<file path="src/design/affw_pkg.sv">
// ----------------------------------------------------------------------------
// affw_pkg
// types and constants shared by the affine warp core
// ----------------------------------------------------------------------------
`default_nettype none

package affw_pkg;

  localparam int COORD_W    = 8;
  localparam int GRAY_W     = 8;
  localparam int COEF_W     = 16;
  localparam int FRAME_W    = 9;
  localparam int CFG_IDX_W  = 3;
  localparam int CFG_DATA_W = 16;
  localparam int D_W        = 18;
  localparam int P_W        = 34;
  localparam int S_W        = 35;
  localparam int FRAC_BITS  = 16;

  typedef enum logic [CFG_IDX_W-1:0] {
    CFG_M00          = 3'd0,
    CFG_M01          = 3'd1,
    CFG_M10          = 3'd2,
    CFG_M11          = 3'd3,
    CFG_SHIFT_X      = 3'd4,
    CFG_SHIFT_Y      = 3'd5,
    CFG_FRAME_WIDTH  = 3'd6,
    CFG_FRAME_HEIGHT = 3'd7
  } cfg_idx_t;

  localparam logic [COEF_W-1:0]  M_ONE        = 16'd4096;
  localparam logic [FRAME_W-1:0] FRAME_RESET  = 9'd256;

  typedef struct packed {
    logic [COEF_W-1:0]  m00;
    logic [COEF_W-1:0]  m01;
    logic [COEF_W-1:0]  m10;
    logic [COEF_W-1:0]  m11;
    logic [COEF_W-1:0]  shift_x;
    logic [COEF_W-1:0]  shift_y;
    logic [FRAME_W-1:0] frame_width;
    logic [FRAME_W-1:0] frame_height;
  } cfg_t;

  typedef struct packed {
    logic in_frame;
    logic wr_en;
  } map_ctl_t;

endpackage

`default_nettype wire

</file>
<file path="src/design/affw_cfg.sv">
// ----------------------------------------------------------------------------
// affw_cfg
// configuration register file for the warp matrix, shift and frame size
// ----------------------------------------------------------------------------
`default_nettype none

module affw_cfg import affw_pkg::*; (
  input  wire logic                  clk,
  input  wire logic                  rst_n,
  input  wire logic                  cfg_valid,
  output logic                       cfg_ready,
  input  wire logic [CFG_IDX_W-1:0]  cfg_index,
  input  wire logic [CFG_DATA_W-1:0] cfg_data,
  output cfg_t                       cfg
);

  cfg_t cfg_r;
  cfg_t cfg_nxt;

  assign cfg_ready = 1'b1;
  assign cfg      = cfg_r;

  always_comb begin
    cfg_nxt = cfg_r;
    if (cfg_valid) begin
      case (cfg_idx_t'(cfg_index))
        CFG_M00:          cfg_nxt.m00          = cfg_data;
        CFG_M01:          cfg_nxt.m01          = cfg_data;
        CFG_M10:          cfg_nxt.m10          = cfg_data;
        CFG_M11:          cfg_nxt.m11          = cfg_data;
        CFG_SHIFT_X:      cfg_nxt.shift_x      = cfg_data;
        CFG_SHIFT_Y:      cfg_nxt.shift_y      = cfg_data;
        CFG_FRAME_WIDTH:  cfg_nxt.frame_width  = cfg_data[FRAME_W-1:0];
        CFG_FRAME_HEIGHT: cfg_nxt.frame_height = cfg_data[FRAME_W-1:0];
        default:          cfg_nxt = cfg_r;
      endcase
    end
  end

  always_ff @(posedge clk) begin
    if (!rst_n) begin
      cfg_r.m00          <= M_ONE;
      cfg_r.m01          <= '0;
      cfg_r.m10          <= '0;
      cfg_r.m11          <= M_ONE;
      cfg_r.shift_x      <= '0;
      cfg_r.shift_y      <= '0;
      cfg_r.frame_width  <= FRAME_RESET;
      cfg_r.frame_height <= FRAME_RESET;
    end else begin
      cfg_r <= cfg_nxt;
    end
  end

endmodule

`default_nettype wire

</file>
<file path="config.mk">
export PLATFORM = sky130hd
export DESIGN_NAME = affw_cfg
export DESIGN_NICKNAME = d
export VERILOG_FILES = /design/src/design/affw_pkg.sv /design/src/design/affw_cfg.sv
export SDC_FILE = /design/constraint.sdc
export NUM_CORES = 1
export LEC_CHECK = 0
export BUFFER_PORTS_ARGS = -buffer_cell sky130_fd_sc_hd__buf_2
export CELL_PAD_IN_SITES_DETAIL_PLACEMENT = 1
export CELL_PAD_IN_SITES_GLOBAL_PLACEMENT = 2
export CORE_ASPECT_RATIO = 0.6
export CORE_MARGIN = 2
export CORE_UTILIZATION = 33
export DETAILED_ROUTE_END_ITERATION = 7
export GPL_TIMING_DRIVEN = 0
export PLACE_DENSITY = 0.86
export SLEW_MARGIN = 10
export SYNTH_ARGS = -nofsm -noshare
export SYNTH_HDL_FRONTEND = slang
export SYNTH_SLANG_ARGS = --single-unit
</file>
<file path="constraint.sdc">
create_clock -name clk -period 2.69 [get_ports clk]
set_input_delay 0.538 -clock clk [delete_from_list [all_inputs] [get_ports clk]]
set_output_delay 0.538 -clock clk [all_outputs]
set_load 0.05 [all_outputs]
</file>
# After elaboration in Yosys (flattened, before gate mapping)
# Index checks and enable logic that the tools add are counted.
# totals
regBits,114
latch_bits,0
mem_bits_rw,0
rom_bits,0
in_bits,22
out_inout_bits,115
wordCells,24
mem_count,0
# op_classes
n_addsub,0
multipliers,0
n_div,0
order_cmp,0
n_eq_ne,7
shifts,0
muxes,0
bitwise,0
n_reduce_logical,9
# op_table
cell,n
$reduce_and 2->1,8
$eq 3x3->1 const B,4
$eq 3x2->1 const B,2
$eq 3x1->1 const B,1
$logic_not 3->1,1

# Logic depth before layout (Yosys ltp)
# depth
ltp_word,2
ltp_mapped,5
depth_no_buf,2

# Worst setup path before layout
# No wires, ideal clock.
# synth_timing
kind,in2reg
from,input cfg_index[0]
to,register cfg_r (netlist bit cfg[104])
setup_ns,0.126
t_arrival_ns,1.465
required_time_ns,2.564
setup_slack_ns,1.099
stages,4
path_buffers,2
path_cell_list,or4b_1 buf_6 buf_12 mux2i_1
# synth_via
elab_chain_cells,2
# synth_rtl
element,line,source
"start, declared",affw_cfg.sv:12,"input wire logic [CFG_IDX_W-1:0] cfg_index,"
$logic_not 3->1,affw_cfg.sv:26,case (cfg_idx_t'(cfg_index))
$reduce_and 2->1 (no source line),n/a,
"end signal, assigned",affw_cfg.sv:51,cfg_r <= cfg_nxt;
"end, declared",affw_cfg.sv:17,cfg_t cfg_r;
# No other way between the ends.
# A chain may end at the register's enable or synchronous reset.

==> impl_metrics.env <==
export IMPL_synth_fp_nets=421
export IMPL_initial_core_util=0.343
export IMPL_num_io_pins=137
export IMPL_p_leak_nw=3.07
export IMPL_async_reset_ff_frac=0
export IMPL_syn_instance_count=399
export IMPL_grt_pass1_wl_um=20000
export IMPL_fin_crit_ns=1.66
export IMPL_ys_ff_latch=114
export IMPL_drt_iter0_markers=119
export IMPL_postCtsResizedCells=0
export IMPL_largest_register_ffs=114
export IMPL_final_fill_count=1422
export IMPL_start_kind="primary input"
export IMPL_cts_root_buf="clkbuf_16"
export IMPL_fin_tns_setup_ns=0
export IMPL_fmax_mhz=603
export IMPL_maxSlewHeadroom=0.473
export IMPL_num_rows=31
export IMPL_viasPerCell=4.63
export IMPL_hold_path_end="cfg[8]"
export IMPL_core_um2=12200
export IMPL_rsz0062_at_grt="no"
export IMPL_synth_top_flop_cell="dfxtp_1"
export IMPL_grt_pass1_vias=3517
export IMPL_finClkSkew_ns=0
export IMPL_grt_max_degree=17
export IMPL_place_gp_congestion=0.727
export IMPL_synth_top_area_share=0.547
export IMPL_syn_area_um2=4170
export IMPL_clockBufferDepth=2
export IMPL_dpl_hpwl_um=9540
export IMPL_ys_top_cells_by_area="dfxtp_1, mux2i_1, nand2_1"
export IMPL_route_vias_total=3369
export IMPL_path_class="in -> reg"
export IMPL_ff2ff_setup_slack_ns=2.02
export IMPL_cts_tree="done"
export IMPL_r2r_end="cfg[63]"
export IMPL_ys_seq_area_frac=0.547
export IMPL_die_w_um=149
export IMPL_holdPathStages=3
export IMPL_finalPower_mw=4.22
export IMPL_routedWlPerCell_um=17.8
export IMPL_vdd_ir_drop_max_mv=0.374
export IMPL_post_cts_buffers=0
export IMPL_ant_nets=0
export IMPL_arrival_ns=1.98
export IMPL_fin_util=0.460
export IMPL_first_pass_iters=4
export IMPL_io_buffers=134
export IMPL_clk_pin_slew_ns=0.05
export IMPL_area_growth_pct=34.2
export IMPL_critical_path_required_ns=3.01
export IMPL_synth_most_common_cell="nand2_1"
export IMPL_insertion_delay_ns=0.40
export IMPL_grt_usage=0.197
export IMPL_die_h_um=91.1
export IMPL_cts_sinks=114
export IMPL_numCtsBuffers=17
export IMPL_whs_ns=0.456
export IMPL_drt_total_wl_um=13000
export IMPL_finalHoldViolCount=0
export IMPL_htreeDepth=4
export IMPL_power_density_nw_per_um2=754
export IMPL_die_area_um2=13600
export IMPL_drc_errors=0
export IMPL_timing_rr_start="cfg[63]"
export IMPL_fin_nets=574
export IMPL_status="complete, no violations"
export IMPL_worstPathMaxFanout=10
export IMPL_hold_class="in -> reg"
export IMPL_drv_slew=0
export IMPL_synthDistinctLibCells=15
export IMPL_drive_gt1_frac=0.308
export IMPL_synth_edf_count=0
export IMPL_synth_largest_area_cell="dfxtp_1"
export IMPL_antenna_found_initial=0
export IMPL_gr_total_overflow=0
export IMPL_ys_top_cells_by_count="nand2_1, dfxtp_1, mux2i_1"
export IMPL_rr_worst_depth=2
export IMPL_holdBufCountCts=0
export IMPL_synth_warnings=0
export IMPL_maxCapViolations=0
export IMPL_setup_violations=0
export IMPL_syn_avg_cell_area_um2=10.5
export IMPL_num_antenna_cells=0
export IMPL_worst_slew_pin_slew_ns=0.790
export IMPL_period_share=0.617
export IMPL_min_from="cfg_data[8]"
export IMPL_end_kind="flop"
## metal layers
layer  track usage  vias to the layer above  share of wire
met1         0.269                     1641           0.50
met2         0.292                       87           0.43
met4        0.0563                        0         0.0076
met5             0                        -              0
met3        0.0688                       12          0.065
li1              -                     1629              -
## report_power, final
group / total [mW] / leakage (nW) / switching, mW / internal (mW)
clock: 2.12 / 0.269 / 0.727 / 1.39
sequential: 1.75 / 0.923 / 0.0209 / 1.73
combinational: 0.358 / 1.88 / 0.270 / 0.0875
total: 4.22 / 3.07 / 1.02 / 3.21
## metrics by stage
step,instances,area [µm²],worst slack (ns)
after floorplan,399,4170,1.10
after global placement,698,5050,0.639
after detailed placement,698,5050,0.591
after CTS,727,5600,0.995
after global routing,727,5600,0.860
final,727,5600,1.03
## final cells by class
cell class                 instances  area [µm²]  share of cell area
buffer                            30         156              0.0279
sequential                       114        2280               0.408
clock buffer                      23         468              0.0836
tap                              165         206              0.0369
multi-input combinational        255        1730               0.309
timing repair buffer             134         671               0.120
clock inverter                     6        82.6              0.0147
## cells in the final DEF (no fill, tap or decap)
cell	instances
buf_2	144
nand2_1	126
mux2i_1	114
dfxtp_1	114
clkbuf_1	20
clkbuf_16	17
nor2b_1	6
nand4b_1	3
clkinv_2	3
buf_4	2
nand4bb_1	2
bufinv_16	2
clkbuf_8	2
and4bb_1	1
nand4_1	1
or4b_1	1
buf_6	1
buf_12	1
conb_1	1
clkinvlp_4	1
## cell families after synthesis
group / share of synthesized area
other: 0.000899
buffers and inverters: 0.0375
AND/OR/NAND/NOR: 0.141
multiplexers: 0.274
flip-flops: 0.547
## critical path, stage by stage
cell	delay (ns)
clkbuf_1	0.23
clkbuf_1	0.38
clkbuf_1	0.51
nand2_1	0.15
mux2i_1	0.17
## how the worst max path moves through the flow
| stage | startpoint | to | slack [ns] |
|---|---|---|---|
| after floorplan | cfg_index[0] | cfg[104] | 1.10 |
| after global placement | rst_n | cfg[89] | 0.64 |
| after detailed placement | rst_n | cfg[34] | 0.59 |
| after CTS | rst_n | cfg[104] | 1.0 |
| after global routing | rst_n | cfg[63] | 0.86 |
| final | rst_n | cfg[63] | 1.03 |
Note: power is estimated with default switching activity, not from simulation.
