**config.mk**
```make
export PLATFORM = sky130hd
export DESIGN_NAME = affw_map
export DESIGN_NICKNAME = d
export VERILOG_FILES = /design/src/design/affw_pkg.sv /design/src/design/affw_map.sv
export SDC_FILE = /design/constraint.sdc
export NUM_CORES = 2
export LEC_CHECK = 0
export BUFFER_PORTS_ARGS = -buffer_cell sky130_fd_sc_hd__buf_2
export CAP_MARGIN = 15
export CELL_PAD_IN_SITES_DETAIL_PLACEMENT = 1
export CELL_PAD_IN_SITES_GLOBAL_PLACEMENT = 1
export CORE_MARGIN = 5
export CORE_UTILIZATION = 52
export DETAILED_ROUTE_END_ITERATION = 12
export PLACE_DENSITY = 0.8
export SLEW_MARGIN = 20
export SYNTH_ARGS = -nofsm -noshare
export SYNTH_HDL_FRONTEND = slang
export SYNTH_SLANG_ARGS = --single-unit
```
**constraint.sdc**
```tcl
create_clock -name clk -period 8.3 [get_ports clk]
set_input_delay 0.83 -clock clk [delete_from_list [all_inputs] [get_ports clk]]
set_output_delay 0.83 -clock clk [all_outputs]
set_load 0.05 [all_outputs]
```
**src/design/affw_pkg.sv**
```systemverilog
// ----------------------------------------------------------------------------
// affw_pkg
// types and constants shared by the affine warp core
// ----------------------------------------------------------------------------
`default_nettype none

package affw_pkg;

  localparam int COORD_W    = 8;
  localparam int GRAY_W     = 8;
  localparam int COEF_W     = 16;
  localparam int FRAME_W    = 9;
  localparam int CFG_IDX_W  = 3;
  localparam int CFG_DATA_W = 16;
  localparam int D_W        = 18;
  localparam int P_W        = 34;
  localparam int S_W        = 35;
  localparam int FRAC_BITS  = 16;

  typedef enum logic [CFG_IDX_W-1:0] {
    CFG_M00          = 3'd0,
    CFG_M01          = 3'd1,
    CFG_M10          = 3'd2,
    CFG_M11          = 3'd3,
    CFG_SHIFT_X      = 3'd4,
    CFG_SHIFT_Y      = 3'd5,
    CFG_FRAME_WIDTH  = 3'd6,
    CFG_FRAME_HEIGHT = 3'd7
  } cfg_idx_t;

  localparam logic [COEF_W-1:0]  M_ONE        = 16'd4096;
  localparam logic [FRAME_W-1:0] FRAME_RESET  = 9'd256;

  typedef struct packed {
    logic [COEF_W-1:0]  m00;
    logic [COEF_W-1:0]  m01;
    logic [COEF_W-1:0]  m10;
    logic [COEF_W-1:0]  m11;
    logic [COEF_W-1:0]  shift_x;
    logic [COEF_W-1:0]  shift_y;
    logic [FRAME_W-1:0] frame_width;
    logic [FRAME_W-1:0] frame_height;
  } cfg_t;

  typedef struct packed {
    logic in_frame;
    logic wr_en;
  } map_ctl_t;

endpackage

`default_nettype wire

```
**src/design/affw_map.sv**
```systemverilog
// ----------------------------------------------------------------------------
// affw_map
// four-stage coordinate pipeline: offset, products, sums, bounds and address
// ----------------------------------------------------------------------------
`default_nettype none

module affw_map import affw_pkg::*; #(
  parameter int MAX_WIDTH  = 256,
  parameter int MAX_HEIGHT = 256
) (
  input  wire logic                clk,
  input  wire logic                rst_n,
  input  cfg_t                     cfg,
  input  wire logic                s_valid,
  output logic                     s_ready,
  input  wire logic                s_op,
  input  wire logic [COORD_W-1:0]  s_col,
  input  wire logic [COORD_W-1:0]  s_row,
  input  wire logic [GRAY_W-1:0]   s_pix,
  output logic                     m_valid,
  input  wire logic                m_ready,
  output map_ctl_t                 m_ctl,
  output logic [$clog2(MAX_WIDTH*MAX_HEIGHT)-1:0] m_addr,
  output logic [GRAY_W-1:0]        m_pix
);

  localparam int AW = $clog2(MAX_WIDTH * MAX_HEIGHT);

  logic v1_r, v2_r, v3_r, v4_r;
  logic rdy1, rdy2, rdy3, rdy4;

  // item info carried along
  logic               op1_r, op2_r, op3_r;
  logic               wok1_r, wok2_r, wok3_r;
  logic [COORD_W-1:0] col1_r, col2_r, col3_r;
  logic [COORD_W-1:0] row1_r, row2_r, row3_r;
  logic [GRAY_W-1:0]  pix1_r, pix2_r, pix3_r, pix4_r;

  logic signed [D_W-1:0] dx1_r, dy1_r, dx1_nxt, dy1_nxt;
  logic signed [P_W-1:0] p00_r, p01_r, p10_r, p11_r;
  logic signed [P_W-1:0] p00_nxt, p01_nxt, p10_nxt, p11_nxt;
  logic signed [S_W-1:0] sx3_r, sy3_r, sx3_nxt, sy3_nxt;

  map_ctl_t        ctl4_r, ctl4_nxt;
  logic [AW-1:0]   addr4_r, addr4_nxt;
  logic            wok1_nxt;
  logic [FRAME_W-1:0] w_eff, h_eff;
  logic            in_x, in_y;
  logic [FRAME_W-1:0] col_sel, row_sel;

  assign rdy4    = !v4_r || m_ready;
  assign rdy3    = !v3_r || rdy4;
  assign rdy2    = !v2_r || rdy3;
  assign rdy1    = !v1_r || rdy2;
  assign s_ready = rdy1;

  assign m_valid = v4_r;
  assign m_ctl   = ctl4_r;
  assign m_addr  = addr4_r;
  assign m_pix   = pix4_r;

  assign w_eff = (32'(cfg.frame_width) < MAX_WIDTH) ? cfg.frame_width : FRAME_W'(MAX_WIDTH);
  assign h_eff = (32'(cfg.frame_height) < MAX_HEIGHT) ? cfg.frame_height
                                                       : FRAME_W'(MAX_HEIGHT);

  // stage 1: offset removal
  always_comb begin
    dx1_nxt  = $signed({6'b0, s_col, 4'b0000})
             - $signed({{2{cfg.shift_x[COEF_W-1]}}, cfg.shift_x});
    dy1_nxt  = $signed({6'b0, s_row, 4'b0000})
             - $signed({{2{cfg.shift_y[COEF_W-1]}}, cfg.shift_y});
    wok1_nxt = (32'(s_col) < MAX_WIDTH) && (32'(s_row) < MAX_HEIGHT);
  end

  // stage 2: matrix products
  always_comb begin
    p00_nxt = P_W'($signed(cfg.m00)) * P_W'(dx1_r);
    p01_nxt = P_W'($signed(cfg.m01)) * P_W'(dy1_r);
    p10_nxt = P_W'($signed(cfg.m10)) * P_W'(dx1_r);
    p11_nxt = P_W'($signed(cfg.m11)) * P_W'(dy1_r);
  end

  // stage 3: sums
  always_comb begin
    sx3_nxt = $signed({p00_r[P_W-1], p00_r}) + $signed({p01_r[P_W-1], p01_r});
    sy3_nxt = $signed({p10_r[P_W-1], p10_r}) + $signed({p11_r[P_W-1], p11_r});
  end

  // stage 4: bounds check, truncation and frame address
  always_comb begin
    in_x = !sx3_r[S_W-1] &&
           (sx3_r[S_W-2:FRAC_BITS] < {{(S_W-1-FRAC_BITS-FRAME_W){1'b0}}, w_eff});
    in_y = !sy3_r[S_W-1] &&
           (sy3_r[S_W-2:FRAC_BITS] < {{(S_W-1-FRAC_BITS-FRAME_W){1'b0}}, h_eff});
    ctl4_nxt.in_frame = op3_r && in_x && in_y;
    ctl4_nxt.wr_en    = !op3_r && wok3_r;
    col_sel   = op3_r ? sx3_r[FRAC_BITS+FRAME_W-1:FRAC_BITS] : FRAME_W'(col3_r);
    row_sel   = op3_r ? sy3_r[FRAC_BITS+FRAME_W-1:FRAC_BITS] : FRAME_W'(row3_r);
    addr4_nxt = AW'(row_sel) * AW'(MAX_WIDTH) + AW'(col_sel);
  end

  always_ff @(posedge clk) begin
    if (!rst_n) begin
      v1_r <= 1'b0;
      v2_r <= 1'b0;
      v3_r <= 1'b0;
      v4_r <= 1'b0;
    end else begin
      if (rdy1) begin
        v1_r <= s_valid;
      end
      if (rdy2) begin
        v2_r <= v1_r;
      end
      if (rdy3) begin
        v3_r <= v2_r;
      end
      if (rdy4) begin
        v4_r <= v3_r;
      end
    end
  end

  always_ff @(posedge clk) begin
    if (rdy1) begin
      op1_r  <= s_op;
      wok1_r <= wok1_nxt;
      col1_r <= s_col;
      row1_r <= s_row;
      pix1_r <= s_pix;
      dx1_r  <= dx1_nxt;
      dy1_r  <= dy1_nxt;
    end
    if (rdy2) begin
      op2_r  <= op1_r;
      wok2_r <= wok1_r;
      col2_r <= col1_r;
      row2_r <= row1_r;
      pix2_r <= pix1_r;
      p00_r  <= p00_nxt;
      p01_r  <= p01_nxt;
      p10_r  <= p10_nxt;
      p11_r  <= p11_nxt;
    end
    if (rdy3) begin
      op3_r  <= op2_r;
      wok3_r <= wok2_r;
      col3_r <= col2_r;
      row3_r <= row2_r;
      pix3_r <= pix2_r;
      sx3_r  <= sx3_nxt;
      sy3_r  <= sy3_nxt;
    end
    if (rdy4) begin
      ctl4_r  <= ctl4_nxt;
      addr4_r <= addr4_nxt;
      pix4_r  <= pix3_r;
    end
  end

endmodule

`default_nettype wire

```
==> Yosys cells after proc, flatten, opt, wreduce, memory -nomap -nowiden <==
Cells that the tools add are included.
{ "classes": {"multipliers": 4, "n_reduce_logical": 15, "n_shift": 0, "n_eq_ne": 0, "mux": 4, "bitwise_logic": 0, "n_lt_le_gt_ge": 4, "addsub": 5, "n_div": 0} }
{ "op_table": {"columns": ["op", "count"], "rows": [
  ["$mul 16x17->33", 4],
  ["$add 34x34->35", 2],
  ["$lt 18x9->1", 2],
  ["$sub 13x16->17", 2],
  ["$mux 9", 3],
  ["$lt 9x9->1 const B", 2],
  ["$add 16x9->16", 1],
  ["$mux 8", 1],
  ["$logic_not 1->1", 7],
  ["$logic_and 1x1->1", 4],
  ["$logic_or 1x1->1", 4]
]} }
{ "totals": {"register_bits": 345, "romBits": 0, "memories": 0, "output_inout_bits": 28, "in_bits": 143, "elab_cells": 60, "latchBits": 0, "ram_bits": 0} }

==> Depth between registers and ports, before layout <==
{ "logic_depth": {"ltp_word": 6, "mapped_depth": 25, "mapped_depth_nobuf": 24} }

==> Worst setup path before layout <==
OpenSTA, ideal clock, no wires.
{ "synth_path": {"kind": "in2reg", "startpoint": "input port cfg[73] (netlist bit)", "endpoint": "register p10_r[31], data pin", "required_ns": 8.042, "setup_time_ns": 0.258, "stages": 22, "path_buffers": 2, "arrival_time_ns": 6.583, "path_slack_ns": 1.460, "path_cell_list": "clkbuf_1 > clkbuf_1 > nand2_1 > fa_1 > inv_1 > fa_1 > fa_1 > fa_1 > fa_1 > inv_1 > fa_1 > inv_1 > ha_1 > a21o_1 > a21o_1 > a221o_1 > a21oi_1 > o311ai_1 > a311o_1 > a31o_2 > a21oi_1 > xnor2_1"} }
{ "synth_between": {"elab_chain_len": 1} }
{ "synth_rtl": {"columns": ["element", "line", "text"], "rows": [
  ["start: declaration", "affw_map.sv:13", "input cfg_t cfg,"],
  ["$mul 16x17->33", "affw_map.sv:79", "p10_nxt = P_W'($signed(cfg.m10)) * P_W'(dx1_r);"],
  ["named net p10_nxt[31]", "affw_map.sv:41", "logic signed [P_W-1:0] p00_nxt, p01_nxt, p10_nxt, p11_nxt;"],
  ["end signal: assignment", "affw_map.sv:142", "p10_r <= p10_nxt;"],
  ["end: declaration", "affw_map.sv:40", "logic signed [P_W-1:0] p00_r, p01_r, p10_r, p11_r;"]
]} }
The timed path passes the listed nets, and every way through them passes these cells.
A chain may end at the register's enable or synchronous reset.

==> Final worst setup path <==
{ "layout_path": {"startpoint": "register dx1_r[11]", "endpoint": "register p10_r[31], data pin"} }
{ "layout_between": {"elab_chain_len": 1} }
{ "layout_rtl": {"columns": ["element", "line", "text"], "rows": [
  ["start: declaration", "affw_map.sv:39", "logic signed [D_W-1:0] dx1_r, dy1_r, dx1_nxt, dy1_nxt;"],
  ["start signal: assignment", "affw_map.sv:131", "dx1_r <= dx1_nxt;"],
  ["$mul 16x17->33", "affw_map.sv:79", null],
  ["named net p10_nxt[31]", "affw_map.sv:41", null]
]} }
The timed path passes the listed nets, and every way through them passes these cells.

==> impl_metrics.ini <==
[sta]
tns_ns = 0
slew_viol_final = 0
setup_viol = 0
period_share_pct = 88.4
min_period_ns = 7.34
rsz0062_at_grt = no
worstMarginPinSlew_ns = 1.19
hold_violations = 0
skew_ns = 0.0322
slew_headroom_pct = 20.8
fmaxAchievable_mhz = 136

[logic_synthesis]
yosysUniqueCellTypes = 82
syn_nets = 7118
ys_ff_latch = 309
syn-instance-count = 5435
netlist_area_mm2 = 0.0545
synthArstFlopShare_pct = 0
postSynthAreaPerCell_um2 = 10.0
yosys_warnings = 0
synth_edf_count = 305
yosysSeqAreaShare_pct = 17.0
synth-main-ff-cell = edfxtp_1

[global_route]
antenna_found_initial = 15
grtUsageTotal_pct = 28.1
grt_max_degree = 87
grt_first_pass_wirelength_um = 244000
grt_overflow = 0
grt_pass1_vias = 45400

[clock_tree]
cts_tree = built
cts_inserted_buffers = 38
cts_hold_buf = 0
worstSkewPairLatency_ns = 0.59
cts_buffer_depth = 3
cts_setup_buffers = 0
ctsHtreeMaxLevel = 2
root_buffer = clkbuf_16
cts_sinks = 309
cts.clk_slew.worst_paths_ns = 0.07
post_cts_resized = 0

[placed_design]
dp_hpwl_um = 128000
portBuffers = 170
place.gp.congestion = 0.892

[setup_path]
worstSetupPathType = reg2reg
critPathLaunchType = flip-flop
cp-startpoint = dx1_r[11]$_DFFE_PP_
endpoint_kind = flip-flop
cp_slowest_stage_delay_ns = 1.05
rrSetupSlack_ns = 0.96
critPathTopFamily = adder cells
cp_num_buf_inv = 6
path_max_fanout = 17
path_cells = buf_4, and2_1, fa_1, inv_1, fa_1, fa_1, inv_1, fa_1, fa_1, inv_1, fa_1, inv_1, ha_1, a211oi_1, inv_1, a211oi_1, a21boi_1, o311ai_1, a311o_1, a31o_2, a21oi_1, xnor2_1
r2r_cells = 22
crit_cells = 22
required_ns = 8.61
crit_slowest_cell = edfxtp_1
crit_end = p10_r[31]$_DFFE_PP_
r2r-end = p10_r[31]$_DFFE_PP_
worstPathArrival_ns = 7.64
rr_startpoint = dx1_r[11]$_DFFE_PP_
crit_top_cell = fa_1

[die]
ioPinCount = 171
die-area_mm2 = 0.111
rows = 118
die_w_um = 334
dieHeight_um = 334
initial_utilization_pct = 52.5
core_area_mm2 = 0.104

[route]
drc = 0
num_vias = 38400
firstDrtPassIters = 5
wl_per_cell_um = 22.1
avgViaCountPerCell = 5.52
ant_nets = 0
drtIter0Drc = 2032
routed_wl_um = 154000

[layout]
final_common_cell = inv_1
fill_cells = 11500
multiInputGateArea_mm2 = 0.0398
final_nets = 7214
seq_area_mm2 = 0.00924
drive_above_1_share_pct = 6.40
most-common-layout-cells = inv_1, fa_1, nand2_1, and2_1, ha_1
areaGrowthSynthToFinish_pct = 6.79

[job]
maxCapViolCount = 0

[outcome]
outcome = finished, final reports clean

[hold_path]
min_path_type = reg2reg
worst min path at each step:
| stage | startpoint | slack, ns | end | cells past startpoint |
|---|---|---|---|---|
| 6_report | col1_r[4]$_DFFE_PP_ | 0.42 | col2_r[4]$_DFFE_PP_ | 0 |
| 5_1_grt | s_pix[1] | 0.40 | pix1_r[1]$_DFFE_PP_ | 1 |
| 4_1_cts | s_pix[6] | 0.40 | pix1_r[6]$_DFFE_PP_ | 1 |
| 3_5_place_dp | pix3_r[1]$_DFFE_PP_ | 0.41 | m_pix[1]$_DFFE_PP_ | 0 |
| 3_3_place_gp | pix3_r[7]$_DFFE_PP_ | 0.40 | m_pix[7]$_DFFE_PP_ | 0 |
| 2_1_floorplan | col1_r[0]$_DFFE_PP_ | 0.40 | col2_r[0]$_DFFE_PP_ | 0 |
cell families (layout without fill, tap and decap cells):
kind of cell,Yosys count,after routing,share of synthesized area (%)
adders and majority gates,1540,1540,50.6
other,0,5,0
muxes,14,14,0.282
and+or+nand+nor,1455,1455,13.3
buffers and inverters,1441,1566,9.93
AOI/OAI and AO/OA,479,479,5.74
xor gates and xnor gates,197,197,3.17
DFF,309,309,17.0
sequential cells by signal, indices dropped and copies added (netlist names), 16 cells and up:
signal  flops
sy3_r      19
dx1_r      17
sx3_r      19
p10_r      33
p11_r      33
m_addr     16
p00_r      33
dy1_r      17
p01_r      33
metrics by stage:
step	instance area (um^2)	cells	worst slack [ns]	utilization (%)	hold slack [ns]
after global placement	56900	6870	1.03	54.9	0.402
after global routing	58200	6943	0.722	56.1	0.400
after floorplan	54500	5435	1.46	-	0.400
after detailed placement	56900	6870	0.843	54.9	0.406
after CTS	58200	6939	1.06	56.0	0.398
final	58200	6945	0.964	56.1	0.418
cell type report:
class                   instances  area share (%)
inverters                    1256            8.11
diodes                          5          0.0215
repair buffers                241            2.43
well taps                    1380            2.97
multi-input cells            3685            68.5
clock inverters                29           0.415
flip-flops and latches        309            15.9
clock buffers                  40            1.68
cells in the mapped netlist, types with 13 or more instances:
master	number	area share (%)
a21oi_1	137	1.3
fa_1	1104	41
edfxtp_1	305	17
nand2b_1	36	0.41
o21bai_1	25	0.34
xor2_1	50	0.80
and3_1	14	0.16
nand2_1	595	4.1
xnor2_1	147	2.4
inv_1	1254	8.6
clkbuf_1	182	1.3
nand3_1	19	0.17
a211oi_1	17	0.23
nor2_1	136	0.94
o21a_1	25	0.34
a21boi_0	14	0.19
ha_1	436	10
nor2b_1	21	0.24
a21o_1	56	0.77
and2_1	530	6.1
nand4_1	13	0.15
o21ai_0	104	0.96
nor3_1	29	0.27
layer usage:
layer	up-vias	track usage, %	part of all wire [%]
met5	-	0	0
met4	0	10.7	4.5
met3	363	4.20	5.6
met2	1077	51.5	52
met1	20200	33.4	38
li1	16700	-	-
Power is not shown: default switching activity piles up to over one toggle a cycle in this logic, so the estimate is an artifact.
